===== config.mk =====
export PLATFORM = sky130hd
export DESIGN_NAME = nsup_out_fifo_flat
export DESIGN_NICKNAME = d
export VERILOG_FILES = /design/src/rtl/nsup_pkg.sv /design/src/rtl/nsup_if.sv /design/src/rtl/nsup_out_fifo.sv /design/src/flat_wrapper.sv
export SDC_FILE = /design/constraint.sdc
export NUM_CORES = 1
export LEC_CHECK = 0
export ABC_AREA = 0
export BUFFER_PORTS_ARGS = -buffer_cell sky130_fd_sc_hd__buf_4
export CAP_MARGIN = 20
export CORE_AREA = 3 3 62 64
export CTS_CLUSTER_SIZE = 14
export DETAILED_ROUTE_END_ITERATION = 10
export DIE_AREA = 0 0 65 67
export PLACE_DENSITY_LB_ADDON = 0.1
export SYNTH_ARGS = -nofsm -noshare
export SYNTH_HDL_FRONTEND = slang
export SYNTH_SLANG_ARGS = --single-unit

===== constraint.sdc =====
create_clock -name i_clk -period 4.12 [get_ports i_clk]
set_input_delay 0 -clock i_clk [delete_from_list [all_inputs] [get_ports i_clk]]
set_output_delay 0 -clock i_clk [all_outputs]
set_load 0.02 [all_outputs]

===== src/rtl/nsup_pkg.sv =====
// Shared types and constants of the 3x3 neighbor suppression block.
// No dependencies.
`default_nettype none

package nsup_pkg;

    localparam int PIX_W    = 8;
    localparam int CFG_W_W  = 11;
    localparam int CFG_H_W  = 13;
    localparam int ROW_W    = 14;
    localparam int REG_IDX_W = 4;
    localparam int REG_DAT_W = 13;

    localparam logic [REG_IDX_W-1:0] REG_FRAME_WIDTH  = REG_IDX_W'(0);
    localparam logic [REG_IDX_W-1:0] REG_FRAME_HEIGHT = REG_IDX_W'(1);

    localparam logic [CFG_W_W-1:0] RST_FRAME_WIDTH  = CFG_W_W'(48);
    localparam logic [CFG_H_W-1:0] RST_FRAME_HEIGHT = CFG_H_W'(48);

    typedef enum logic {
        OP_PIXEL = 1'b0,
        OP_DRAIN = 1'b1
    } t_opcode;

    typedef struct packed {
        logic [PIX_W-1:0] pixel_out;
        logic             frame_done;
    } t_out_word;

endpackage

`default_nettype wire


===== src/rtl/nsup_if.sv =====
// Valid/ready channel interfaces: pixel input, pixel output, register writes.
// Depends on nsup_pkg.
`default_nettype none


interface nsup_out_if;
    logic                       valid;
    logic                       ready;
    logic [nsup_pkg::PIX_W-1:0] pixel_out;
    logic                       frame_done;

    modport source (output valid, output pixel_out, output frame_done, input ready);
    modport sink   (input valid, input pixel_out, input frame_done, output ready);
endinterface


`default_nettype wire


===== src/rtl/nsup_out_fifo.sv =====
// Three-entry output queue decoupling the window stage from the output channel.
// Depends on nsup_pkg and nsup_if.
`default_nettype none

module nsup_out_fifo (
    input  wire logic               i_clk,
    input  wire logic               i_rst_n,
    input  wire logic               i_push,
    input  wire nsup_pkg::t_out_word i_word,
    output logic [1:0]              o_count,
    nsup_out_if.source              o_out
);

    localparam logic [1:0] LAST = 2'd2;

    nsup_pkg::t_out_word r_buf [3];
    logic [1:0] r_wr, r_rd, r_cnt;
    logic [1:0] n_wr, n_rd, n_cnt;
    logic       pop;

    assign pop           = o_out.valid && o_out.ready;
    assign o_out.valid   = (r_cnt != 2'd0);
    assign o_out.pixel_out  = r_buf[r_rd].pixel_out;
    assign o_out.frame_done = r_buf[r_rd].frame_done;
    assign o_count       = r_cnt;

    always_comb begin
        n_wr  = r_wr;
        n_rd  = r_rd;
        n_cnt = r_cnt;
        if (i_push) begin
            n_wr = (r_wr == LAST) ? 2'd0 : r_wr + 2'd1;
        end
        if (pop) begin
            n_rd = (r_rd == LAST) ? 2'd0 : r_rd + 2'd1;
        end
        if (i_push && !pop) begin
            n_cnt = r_cnt + 2'd1;
        end else if (!i_push && pop) begin
            n_cnt = r_cnt - 2'd1;
        end
    end

    always_ff @(posedge i_clk) begin
        if (!i_rst_n) begin
            r_wr  <= 2'd0;
            r_rd  <= 2'd0;
            r_cnt <= 2'd0;
        end else begin
            r_wr  <= n_wr;
            r_rd  <= n_rd;
            r_cnt <= n_cnt;
        end
    end

    always_ff @(posedge i_clk) begin
        if (i_push) begin
            r_buf[r_wr] <= i_word;
        end
    end

endmodule

`default_nettype wire


===== src/flat_wrapper.sv =====
// flat-port wrapper written by rule: the top's interface ports become plain ports
module nsup_out_fifo_flat 
  (i_clk, i_rst_n, i_push, i_word, o_count, o_out_valid, o_out_pixel_out, o_out_frame_done, o_out_ready);
  nsup_out_if o_out_i ();
  input  wire logic i_clk;
  input  wire logic i_rst_n;
  input  wire logic i_push;
  input  wire nsup_pkg::t_out_word i_word;
  output logic [1:0] o_count;
  output wire logic [$bits(o_out_i.valid)-1:0] o_out_valid;
  output wire logic [$bits(o_out_i.pixel_out)-1:0] o_out_pixel_out;
  output wire logic [$bits(o_out_i.frame_done)-1:0] o_out_frame_done;
  input wire logic [$bits(o_out_i.ready)-1:0] o_out_ready;
  assign o_out_valid = o_out_i.valid;
  assign o_out_pixel_out = o_out_i.pixel_out;
  assign o_out_frame_done = o_out_i.frame_done;
  assign o_out_i.ready = o_out_ready;
  nsup_out_fifo u_core (.i_clk(i_clk), .i_rst_n(i_rst_n), .i_push(i_push), .i_word(i_word), .o_count(o_count), .o_out(o_out_i));
endmodule

==> reports/metrics.cfg <==
[run_status]
status=finished, final reports clean

[detailed_routing]
num_vias=796
routedWlPerCell_um=12.4
drcViolationCount=0
drt_iter0_markers=49
drt-vias-per-instance=4.50
finalWirelength_um=2190
drt_first_pass_iters=4
ant_nets=0

[cells_and_area]
antenna_cells=0
fin_util_pct=52.6
area_growth_pct=33.7
drive_gt1_share_pct=26.7
nNetsFinal=144

[sta]
rsz0062_at_grt=no
fin_crit_sh_pct=40.2
finalSetupTns_ps=0
worst_pin_slew_ps=744
max_clock_freq_mhz=603
slew_headroom_pct=50.3
setup_slack_ps=2460
final_hold_viol_count=0
final_max_slew_viol_count=0
fin_worst_skew_ps=7.83
period_needed_ps=1660
setup_viol=0

[global_route]
track_usage_pct=12.2
grt_pass1_vias=804
grt_antenna_before_repair=0
grt_overflow=0
grt_max_degree=19
grt_pass1_wl_um=3790

[setup_path]
crit_slowest_cell=dlygate4sd3_1
critPathMaxFanout=10
slowest_delay_ps=540
required_ps=4400
criticalPathCategory=reg2reg
cp-end-kind=flop
rr_worst_depth=3
startpoint_type=flop
cp_cell_sequence=and3b_1 > o21a_1 > dlygate4sd3_1
cp_data_arrival_time_ps=1940

[power]
p_leak_nw=0.638
vdd_drop_max_v=0.000288
p_per_area_nw_per_um2=533

[floorplan]
design.die.area_um2=4360
io_pins=25
core_area_um2=3340
num_rows=21
die_width_um=65
die_h_um=67
initial_utilization_pct=39.3

[clocking]
insertion_delay_ps=340
postCtsSetupRepairBufs=0
cts_buffers=5
cts_sinks=35
htreeDepth=2
cts_tree=done
clkTransAtPathRegs_ps=110
cts_root_buf=clkbuf_4
clk_path_buf_depth=2

[logic_synthesis]
syn_nets=102
syn_avg_cell_area_um2=14.9
async_flop_share_pct=0
syn_area_um2=1310
ys_top_cells_by_area=edfxtp_1 (62%), dfxtp_1 (12%), mux2i_1 (6.9%), o21ai_0 (3.4%), nand2_1 (3.4%)
synth_top_flop_cell=edfxtp_1
synth_cell_types=22
ys_seq_area_share_pct=74.0
ys_ff_latch=35
yosys.area.top_type=edfxtp_1
yosysWarnings=0
synth-edff-count=27
syn_inst=88
synth_top_area_share_pct=61.8

[placed_design]
dp_hpwl_um=1460
pre_cts_slack_ps=2600
port_buffers=24
globalplace.congestion=0.701

[min_path]
whs_path_depth=2
min_path_type=in2reg

[flow_run]
maxCapViolations=0

==> kinds of logic (layout without fill, tap and decap cells) <==
logic type,count (synthesis),count (layout),share of synthesized area (%)
mux,9,9,6.86
buf+inv,3,46,1.05
xor+xnor,2,2,1.33
flops,35,35,74.0
simple gates,22,22,8.48
compound gates,16,16,7.34
fa+ha+maj,1,1,0.953
==> worst paths after layout <==
kind,end,startpoint,slack [ps]
setup / recovery,u_core.r_wr[1],u_core.r_wr[1],2460
hold / removal,u_core.r_buf[1][3],i_word[3],390
setup reg to reg,u_core.r_wr[1],u_core.r_wr[1],2460
hold reg to reg,flop,u_core.r_rd[0],490
==> synthesized netlist by cell type, types with 2 or more instances <==
library cell / number
a21boi_1: 3
buf_2: 2
dfxtp_1: 8
edfxtp_1: 27
mux2i_1: 9
nand2_1: 12
nor2b_1: 2
o21a_1: 2
o21ai_0: 9
or3_1: 2
==> where the power goes <==
part	leakage (nW)	total (mW)	internal [mW]	switching, mW
Sequential	0.315	0.452	0.412	0.0399
Clock	0.0452	0.241	0.128	0.114
Combinational	0.277	0.242	0.124	0.118
Total	0.638	0.936	0.664	0.272
==> placed cells by master, fill, tap and decap left out, types with 2 or more instances in the layout <==
master and n:
edfxtp_1 27, buf_4 25, dlygate4sd3_1 13, nand2_1 12, mux2i_1 9, o21ai_0 9, dfxtp_1 8, clkbuf_4 5
a21boi_1 3, or3_1 2, nor2b_1 2, o21a_1 2
==> layer usage <==
| metal | track usage [%] | routed length, um | part of all wire, % | vias up |
|---|---|---|---|---|
| met4 | 5.54 | 32 | 1.5 | 0 |
| met2 | 18.8 | 972 | 44 | 20 |
| li1 | - | - | - | 406 |
| met3 | 5.23 | 109 | 5.0 | 5 |
| met1 | 14.9 | 1080 | 49 | 365 |
| met5 | 0 | 0 | 0 | - |
==> critical path, delay by kind of cell (launching register included) <==
kind | cells | cell delay [ps]
buf+inv | 1 | 540
compound gates | 1 | 200
flops | 1 | 340
simple gates | 1 | 530
==> layout make-up <==
type / instances / area (um2)
fill: 318 / 1580
sequential: 35 / 971
clock buffer: 5 / 37.5
tap: 46 / 57.6
multi-input combinational: 50 / 328
timing repair buffer: 38 / 318
clock inverter: 3 / 43.8
==> state kept, by name (all words and copies together), names as in the netlist, named ones only <==
name and count:
u_core.r_rd 2, u_core.r_wr 2, u_core.r_buf 27, u_core.o_count 2
==> repair_timing <==
item | 4_1_cts | 5_1_grt
hold endpoints to repair | 35 | 0
hold buffers | 13 | 0
gates resized for setup | 0 | 0
==> through the flow <==
stage / cells / hold slack (ps) / area, um2 / total power, mW
after floorplan: 88 / 98.9 / 1310 / 0.599
after CTS: 177 / 376 / 1760 / 0.950
after global routing: 177 / 361 / 1760 / 0.994
after detailed placement: 156 / 197 / 1540 / 0.697
after global placement: 156 / 198 / 1540 / 0.692
final: 177 / 391 / 1760 / 0.936
(Power assumes the default switching activity.)
